`src/hdl/aes128kx_pkg.sv`:
```
// Shared types, constants and tables for the AES-128 key expander.
package aes128kx_pkg;

    localparam int unsigned WORD_W      = 32;
    localparam int unsigned NUM_W       = 6;
    localparam int unsigned SCHED_WORDS = 44;

    localparam logic [NUM_W-1:0] LAST_NUM  = NUM_W'(SCHED_WORDS - 1);
    localparam logic [NUM_W-1:0] FIRST_GEN = NUM_W'(4);
    localparam logic [1:0]       START_IDX = 2'd3;

    typedef logic [WORD_W-1:0] word_t;

    typedef enum logic
    {
        ST_IDLE,
        ST_RUN
    } state_t;

    localparam logic [7:0] SBOX [256] = '{
        8'h63,8'h7c,8'h77,8'h7b,8'hf2,8'h6b,8'h6f,8'hc5,
        8'h30,8'h01,8'h67,8'h2b,8'hfe,8'hd7,8'hab,8'h76,
        8'hca,8'h82,8'hc9,8'h7d,8'hfa,8'h59,8'h47,8'hf0,
        8'had,8'hd4,8'ha2,8'haf,8'h9c,8'ha4,8'h72,8'hc0,
        8'hb7,8'hfd,8'h93,8'h26,8'h36,8'h3f,8'hf7,8'hcc,
        8'h34,8'ha5,8'he5,8'hf1,8'h71,8'hd8,8'h31,8'h15,
        8'h04,8'hc7,8'h23,8'hc3,8'h18,8'h96,8'h05,8'h9a,
        8'h07,8'h12,8'h80,8'he2,8'heb,8'h27,8'hb2,8'h75,
        8'h09,8'h83,8'h2c,8'h1a,8'h1b,8'h6e,8'h5a,8'ha0,
        8'h52,8'h3b,8'hd6,8'hb3,8'h29,8'he3,8'h2f,8'h84,
        8'h53,8'hd1,8'h00,8'hed,8'h20,8'hfc,8'hb1,8'h5b,
        8'h6a,8'hcb,8'hbe,8'h39,8'h4a,8'h4c,8'h58,8'hcf,
        8'hd0,8'hef,8'haa,8'hfb,8'h43,8'h4d,8'h33,8'h85,
        8'h45,8'hf9,8'h02,8'h7f,8'h50,8'h3c,8'h9f,8'ha8,
        8'h51,8'ha3,8'h40,8'h8f,8'h92,8'h9d,8'h38,8'hf5,
        8'hbc,8'hb6,8'hda,8'h21,8'h10,8'hff,8'hf3,8'hd2,
        8'hcd,8'h0c,8'h13,8'hec,8'h5f,8'h97,8'h44,8'h17,
        8'hc4,8'ha7,8'h7e,8'h3d,8'h64,8'h5d,8'h19,8'h73,
        8'h60,8'h81,8'h4f,8'hdc,8'h22,8'h2a,8'h90,8'h88,
        8'h46,8'hee,8'hb8,8'h14,8'hde,8'h5e,8'h0b,8'hdb,
        8'he0,8'h32,8'h3a,8'h0a,8'h49,8'h06,8'h24,8'h5c,
        8'hc2,8'hd3,8'hac,8'h62,8'h91,8'h95,8'he4,8'h79,
        8'he7,8'hc8,8'h37,8'h6d,8'h8d,8'hd5,8'h4e,8'ha9,
        8'h6c,8'h56,8'hf4,8'hea,8'h65,8'h7a,8'hae,8'h08,
        8'hba,8'h78,8'h25,8'h2e,8'h1c,8'ha6,8'hb4,8'hc6,
        8'he8,8'hdd,8'h74,8'h1f,8'h4b,8'hbd,8'h8b,8'h8a,
        8'h70,8'h3e,8'hb5,8'h66,8'h48,8'h03,8'hf6,8'h0e,
        8'h61,8'h35,8'h57,8'hb9,8'h86,8'hc1,8'h1d,8'h9e,
        8'he1,8'hf8,8'h98,8'h11,8'h69,8'hd9,8'h8e,8'h94,
        8'h9b,8'h1e,8'h87,8'he9,8'hce,8'h55,8'h28,8'hdf,
        8'h8c,8'ha1,8'h89,8'h0d,8'hbf,8'he6,8'h42,8'h68,
        8'h41,8'h99,8'h2d,8'h0f,8'hb0,8'h54,8'hbb,8'h16
    };

    function automatic logic [7:0] sbox(input logic [7:0] b);
        return SBOX[b];
    endfunction

    // Round constant for round 1..10; other codes give zero.
    function automatic logic [7:0] rcon(input logic [3:0] rnd);
        logic [7:0] r;
        case (rnd)
            4'd1:    r = 8'h01;
            4'd2:    r = 8'h02;
            4'd3:    r = 8'h04;
            4'd4:    r = 8'h08;
            4'd5:    r = 8'h10;
            4'd6:    r = 8'h20;
            4'd7:    r = 8'h40;
            4'd8:    r = 8'h80;
            4'd9:    r = 8'h1b;
            4'd10:   r = 8'h36;
            default: r = 8'h00;
        endcase
        return r;
    endfunction

endpackage

```
`src/hdl/aes128kx_sub_word.sv`:
```
// Key schedule core function: rotate word, S-box each byte, add round constant.
module aes128kx_sub_word
(
    input  aes128kx_pkg::word_t word_in,
    input  logic [3:0]          round,
    output aes128kx_pkg::word_t word_out
);
    import aes128kx_pkg::*;

    word_t rot;

    // byte 1 moves to byte 0, byte 0 to byte 3
    assign rot = {word_in[7:0], word_in[31:8]};

    assign word_out = {sbox(rot[31:24]),
                       sbox(rot[23:16]),
                       sbox(rot[15:8]),
                       sbox(rot[7:0]) ^ rcon(round)};

endmodule

```
`src/hdl/aes128_key_expander.sv`:
```
// AES-128 key expander top level: key word load and schedule sequencer.
//
// Input channel (in_valid / in_stall): one transfer carries key_word and its
// slot word_index. Slots 0..2 are only stored. A transfer with index 3 stores
// the word and starts the expansion of the whole stored key.
// Output channel (out_valid / out_stall): 44 transfers, round_key_word with
// its word_number 0..43; last_word marks word 43.
// Timing: after the index-3 transfer has loaded the working window, word 0
// is loaded into the output register and one word follows per cycle while
// the receiver takes them. One shared sub-word unit and a four word sliding
// window produce one schedule word per cycle while the output register is
// free.
// in_stall is high from the start of an expansion until word 43 has been
// loaded into the output register; the next key words may be taken while
// word 43 still waits there.
// When out_stall is high the output register holds its word and the
// sequencer pauses; nothing is dropped.
// Reset clears the stored key slots to zero and returns to idle.
module aes128_key_expander
(
    input  logic                  clk,
    input  logic                  rst_n,
    input  logic                  in_valid,
    output logic                  in_stall,
    input  logic [31:0]           key_word,
    input  logic [1:0]            word_index,
    output logic                  out_valid,
    input  logic                  out_stall,
    output logic [31:0]           round_key_word,
    output logic [5:0]            word_number,
    output logic                  last_word
);
    import aes128kx_pkg::*;

    state_t           state_reg, state_next;
    word_t            key_reg  [4];
    word_t            work_reg [4];
    logic [NUM_W-1:0] count_reg;
    logic             out_valid_reg, out_valid_next;
    word_t            out_word_reg;
    logic [NUM_W-1:0] out_num_reg;
    logic             out_last_reg;

    logic             in_xfer;
    logic             start;
    logic             step;
    logic             slot_free;
    logic             gen_word;
    word_t            sub_out;
    word_t            temp;
    word_t            new_word;
    word_t            emit_word;

    assign in_xfer   = in_valid && !in_stall;
    assign start     = in_xfer && (word_index == START_IDX);
    assign slot_free = !out_valid_reg || !out_stall;

    aes128kx_sub_word u_sub_word
    (
        .word_in  (work_reg[3]),
        .round    (count_reg[5:2]),
        .word_out (sub_out)
    );

    // next state
    always_comb
    begin
        state_next = state_reg;
        case (state_reg)
            ST_IDLE:
            begin
                if (start)
                begin
                    state_next = ST_RUN;
                end
            end
            ST_RUN:
            begin
                if (slot_free && count_reg == LAST_NUM)
                begin
                    state_next = ST_IDLE;
                end
            end
            default:
            begin
                state_next = ST_IDLE;
            end
        endcase
    end

    // outputs of the sequencer
    always_comb
    begin
        in_stall = 1'b0;
        step     = 1'b0;
        case (state_reg)
            ST_IDLE:
            begin
                in_stall = 1'b0;
                step     = 1'b0;
            end
            ST_RUN:
            begin
                in_stall = 1'b1;
                step     = slot_free;
            end
            default:
            begin
                in_stall = 1'b1;
                step     = 1'b0;
            end
        endcase
    end

    // words 0..3 come straight from the window, later ones are generated
    assign gen_word  = (count_reg >= FIRST_GEN);
    assign temp      = (count_reg[1:0] == 2'd0) ? sub_out : work_reg[3];
    assign new_word  = work_reg[0] ^ temp;
    assign emit_word = gen_word ? new_word : work_reg[count_reg[1:0]];

    always_comb
    begin
        out_valid_next = out_valid_reg;
        if (step)
        begin
            out_valid_next = 1'b1;
        end
        else if (!out_stall)
        begin
            out_valid_next = 1'b0;
        end
    end

    always_ff @(posedge clk or negedge rst_n)
    begin
        if (!rst_n)
        begin
            state_reg     <= ST_IDLE;
            out_valid_reg <= 1'b0;
            count_reg     <= '0;
            for (int i = 0; i < 4; i++)
            begin
                key_reg[i] <= '0;
            end
        end
        else
        begin
            state_reg     <= state_next;
            out_valid_reg <= out_valid_next;
            if (in_xfer)
            begin
                key_reg[word_index] <= key_word;
            end
            if (start)
            begin
                count_reg <= '0;
            end
            else if (step)
            begin
                count_reg <= count_reg + NUM_W'(1);
            end
        end
    end

    // working window and output data
    always_ff @(posedge clk)
    begin
        if (start)
        begin
            for (int i = 0; i < 4; i++)
            begin
                work_reg[i] <= (word_index == 2'(i)) ? key_word : key_reg[i];
            end
        end
        else if (step && gen_word)
        begin
            work_reg[0] <= work_reg[1];
            work_reg[1] <= work_reg[2];
            work_reg[2] <= work_reg[3];
            work_reg[3] <= new_word;
        end
        if (step)
        begin
            out_word_reg <= emit_word;
            out_num_reg  <= count_reg;
            out_last_reg <= (count_reg == LAST_NUM);
        end
    end

    assign out_valid      = out_valid_reg;
    assign round_key_word = out_word_reg;
    assign word_number    = out_num_reg;
    assign last_word      = out_last_reg;

endmodule

```
`config.mk`:
```
export PLATFORM = sky130hd
export DESIGN_NAME = aes128_key_expander
export DESIGN_NICKNAME = d
export VERILOG_FILES = /design/src/hdl/aes128kx_pkg.sv /design/src/hdl/aes128kx_sub_word.sv /design/src/hdl/aes128_key_expander.sv
export SDC_FILE = /design/constraint.sdc
export NUM_CORES = 1
export LEC_CHECK = 0
export BUFFER_PORTS_ARGS = -buffer_cell sky130_fd_sc_hd__buf_2
export CORE_UTILIZATION = 39
export DETAILED_ROUTE_END_ITERATION = 6
export GPL_ROUTABILITY_DRIVEN = 1
export SYNTH_ARGS = -nofsm -noshare
export SYNTH_HDL_FRONTEND = slang
export SYNTH_SLANG_ARGS = --single-unit
```
`constraint.sdc`:
```
create_clock -name clk -period 5.96 [get_ports clk]
set_input_delay 1.788 -clock clk [delete_from_list [all_inputs] [get_ports clk]]
set_output_delay 1.788 -clock clk [all_outputs]
set_load 0.01 [all_outputs]
```
== After elaboration in Yosys (flattened, before gate mapping) ==
Memories as Yosys holds them, arrays and structs flattened.
Index checks and enable logic that the tools add are counted.

* Flip-flop bits (word level): 175
* Output and inout port bits: 41
* Memories kept: 6
* Bits in writable memories: 128
* Bits in read-only memories: 8,320
* Bits in latches: 0

{| class="wikitable"
|+ Memory list
! name !! depth !! bits a word !! rd ports !! clocked after Yosys merged registers in !! wr ports !! RTL line !! RTL
|-
| (no name shown) || 256 || 8 || 1 || 0 || 0 || aes128kx_pkg.sv:56 || <nowiki>return SBOX[b];</nowiki>
|-
| (no name shown) || 256 || 8 || 1 || 0 || 0 || aes128kx_pkg.sv:56 ||
|-
| (no name shown) || 256 || 8 || 1 || 0 || 0 || aes128kx_pkg.sv:56 ||
|-
| (no name shown) || 256 || 8 || 1 || 0 || 0 || aes128kx_pkg.sv:56 ||
|-
| (no name shown) || 16 || 8 || 1 || 0 || 0 || aes128kx_pkg.sv:62 || <nowiki>case (rnd)</nowiki>
|-
| work_reg || 4 || 32 || 5 || 0 || 4 || aes128_key_expander.sv:37 || <nowiki>word_t work_reg [4];</nowiki>
|}

* Muxes and demuxes: 34
* Multipliers: 0
* Shift operators: 0
* Bitwise operators: 12
* Divide/modulo/power cells: 0
* Equal/unequal tests: 5
* $add $sub $neg: 1
* $lt $le $gt $ge: 7
* Reduce and logical (&&, ||, !) cells: 12

{| class="wikitable"
|+ Operators with widths
! kind !! number
|-
| $mux W32 || 11
|-
| $bwmux W128 || 1
|-
| $demux W32 S2 || 1
|-
| $mux W8 || 8
|-
| $ge A9 B9 Y1 const B || 4
|-
| $not A8 Y9 || 4
|-
| $xor A32 B32 Y32 || 1
|-
| $mux W6 || 2
|-
| $mux W1 || 8
|-
| $xor A8 B8 Y8 || 1
|-
| $add A6 B1 Y6 const B || 1
|-
| $eq A6 B6 Y1 const B || 1
|-
| $ge A6 B3 Y1 const B || 1
|-
| $pmux W1 S2 || 3
|-
| $logic_and A1 B1 Y1 || 5
|-
| $eq A2 B2 Y1 const B || 2
|-
| $logic_not A2 Y1 || 2
|-
| $or A1 B1 Y1 || 4
|-
| $ge A3 B3 Y1 const B || 1
|-
| $logic_not A1 Y1 || 3
|-
| $lt A3 B1 Y1 const B || 1
|-
| $not A2 Y3 || 1
|-
| $eq A2 B1 Y1 const B || 1
|-
| $ne A2 B1 Y1 const B || 1
|-
| 3 further kinds || 3
|}

== Longest topological paths before layout ==
* Depth in word-level cells: 8
* Gate-level depth with buffers: 15
* Gate-level depth less buffers: 10

== Cells and area by module ==
From an unflattened synthesis, not the netlist that was laid out.

* Cell total of the unflattened synthesis: 3,243
* Area total of the unflattened synthesis: 29,096.7 sq um

{| class="wikitable"
|+ Modules (own cells, without submodules)
! module !! area each (sq um) !! times used !! cells an instance
|-
| aes128_key_expander || 15,257.1 || 1 || 1,076
|-
| aes128kx_sub_word || 13,839.5 || 1 || 2,167
|}

== Worst setup path before layout ==
OpenSTA, ideal clock, no wires.

* Kind: input -> register
* From: input port out_stall
* To: memory work_reg[0][0] (netlist name), enable pin
* Path buffers: 2
* Setup slack: -1.258 ns
* Cell stages on the path: 6
* Arrival: 6.726 ns
* Cells stage by stage: nand2_1 > and2_1 > clkbuf_1 > nand2_1 > clkbuf_1 > nand2_1

{| class="wikitable"
|+ RTL lines
! what !! RTL line !! RTL
|-
| start, declared || aes128_key_expander.sv:28 || <nowiki>input logic out_stall,</nowiki>
|-
| end, declared || aes128_key_expander.sv:37 ||
|}

==> results by group <==
Worst setup path
  – Critical path endpoint category: register
  – Slowest cell delay on critical path: 0.75 ns
  – Flop-to-flop setup slack: 1.66 ns
  – Largest delay share family, worst path: compound AO/OA/AOI/OAI gates
  – CP Class: reg2reg
  – RR Startpoint: work_reg[3][1]
  – Cell mode on critical path: a221oi_1
  – Maximum fanout along the worst path: 37
  – CP Launch Point: work_reg[3][1]
  – Startpoint class of the critical path: register
  – Crit-path slowest cell: ha_1
  – Cell Chain, Critical Path: buf_4 > ha_1 > nand2_1 > a21oi_1 > o22ai_1 > a221oi_1 > a311oi_1 > a221oi_1 > xnor2_1 > o21ai_0
  – Worst path buffer plus inverter count: 1
  – Crit path DAT: 4.63 ns
  – Required @ worst endpoint: 6.29 ns

Synth
  – Synth Instances: ~3300
  – Synthesized cell area: 28580 um^2
  – Count leader, synth: nand2_1
  – Post-synth top area cell: edfxtp_1
  – Register area share after synthesis: 29.46%
  – Post-synth EDFFs: 167
  – Synth unique cells: 89
  – Synth warnings: 0
  – Synth cell count leaders: 395 x nand2_1, 286 x o21ai_0, 207 x clkbuf_1
  – Number of synthesized register bits: 303
  – Post-synth top area share: 17.55%
  – Synth Flop Type: edfxtp_1
  – Avg Synthesized Cell Area: 8.582 um^2
  – Post-Syn Nets: 3430
  – Top cells by area, synth: edfxtp_1 18%, dfrtp_1 12%, mux4_2 7.4%
  – Ys async rst share: 44.88%

Global route
  – Global route overflow: 0
  – First-pass GRT wire length: 166.1 mm
  – Initial antenna violation count: 9
  – Largest net degree at the start of global routing: 137
  – Vias in the first global route: 25830
  – GRT Util Overall: 28.52%

Timing
  – Unrepaired setup endpoints after global routing: no
  – Final Hold Fails: 0
  – Max Clock Skew: 0.01355 ns
  – Fin Setup TNS: 0 ns
  – Fmax: 232.6 MHz
  – Min Tclk post-route: 4.300 ns
  – Final WS setup: about 1.7 ns
  – Crit share post-route: between 70 and 80%
  – Max_slew headroom: 20.02%
  – Final setup violating endpoints: 0
  – Slew @ Worst Pin: 1.197 ns
  – Max-slew violation count: 0

Layout
  – Share of layout cells above drive strength 1: about 15%
  – Storage cell area: 8421 um^2
  – Area grow syn2layout: 6.239%
  – Multi-input logic area: ~18000 um^2
  – Post-route cell area: 30360 um^2
  – # fillers: 7057
  – Post-layout util: 42.18%
  – Fin nets: 3250

Route
  – Post-route ant nets: 0
  – DR DRC count: 3
  – WL per Instance: 26.46 um
  – Vias per cell: just under 7
  – DR iter-0 viols: 5138
  – Routed wire length: 109.2 mm
  – Router iterations before antenna repair: 7
  – DR vias: 28150

Outcome
  – Violated checks: design-rule violations
  – Status: finished, violations left

Floorplan
  – Die Y-Extent: 272.7 um
  – Initial core utilization: 39.71%
  – Die W: 272.7 um
  – Row Count: 98
  – Die area: approximately 74000 um^2
  – Core area: 71980 um^2
  – Number of I/O pins: 79

Place
  – Post-DP HPWL: a little over 70 mm
  – Area after DPL: a little under 30000 um^2
  – Place WS: 1.606 ns
  – I/O Buffers: 78
  – GPL Wtd Cong: 1.045

Clock tree
  – H-tree Lvls: 1
  – Num CTS Buffers: 31
  – Post-CTS setup buffer count: 0
  – Post-CTS resize count: 0
  – Cts hold-fix bufs: 0
  – Bufs on Longest Clock Path: 3
  – CTS tree: done
  – Sink Count: approximately 300
  – Root Driver: clkbuf_16
  – Clock transition at path regs: 0.07 ns
  – Clock insertion delay at the later pin of the skew report: 0.58 ns

Min path
  – Worst Hold Class: reg2reg
  – Hold wc startpoint: key_reg[9]

Flow run
  – Max-cap violations: 0
layout make-up:
| class | count | area share, % |
|---|---|---|
| inverter | 55 | 0.6800 |
| sequential | 303 | 27.73 |
| tap | 950 | 3.915 |
| timing repair buffer | 159 | 3.721 |
| antenna | 4 | 0.03297 |
| clock buffer | 44 | 2.918 |
| clock inverter | 14 | 0.5357 |
| multi-input combinational | 2600 | 60.46 |
cell families after synthesis:
family,after synthesis,share of synthesized area [%]
simple gates,1113,18.79
compound gates,1030,24.25
buf+inv,427,6.558
mux,341,16.58
flops,303,29.46
fa+ha+maj,62,2.714
xor+xnor,54,1.655
worst register-to-register path, stage by stage, from the launching register on:
cell,delay [ns]
edfxtp_1,0.42
buf_4,0.45
ha_1,0.76
nand2_1,0.30
a21oi_1,0.22
o22ai_1,0.09
a221oi_1,0.35
a311oi_1,0.16
a221oi_1,0.74
xnor2_1,0.17
o21ai_0,0.39
through the flow:
step	instances	hold slack, ns
6_report	4129	0.4747
5_1_grt	4128	0.4987
4_1_cts	4125	0.4777
3_5_place_dp	4067	0.4598
3_3_place_gp	4067	0.4538
2_1_floorplan	3330	0.4231
cells in the final DEF, fill, tap and decap left out, types with 87 or more instances in the layout:
cell type    n
nor2_1     198
a21oi_1    178
nand2_1    393
nand3_1     87
nand2b_1    97
o21ai_0    286
edfxtp_1   167
mux4_2      94
mux2_2     115
mux2i_1    131
dfrtp_1    134
final timing paths:
kind                                       to  cells after the start
setup / recovery           round_key_word[30]                     10
hold / removal                     key_reg[9]                      2
setup reg to reg           round_key_word[30]                     10
hold reg to reg                    key_reg[9]                      2
max in group asynchronous         key_reg[16]                      2
min in group asynchronous         key_reg[48]                      1
routing by layer:
metal	global-route usage [%]	vias to the layer above	routed length, um
met5	0	-	75
met4	10.14	12	4782
met3	6.115	379	12830
met2	41.41	2138	46120
met1	41.34	13450	45440
li1	-	12170	-
Power is left out: the tool's default activity adds up to more than one toggle a clock period on the data nets, which glitch-free logic cannot reach.
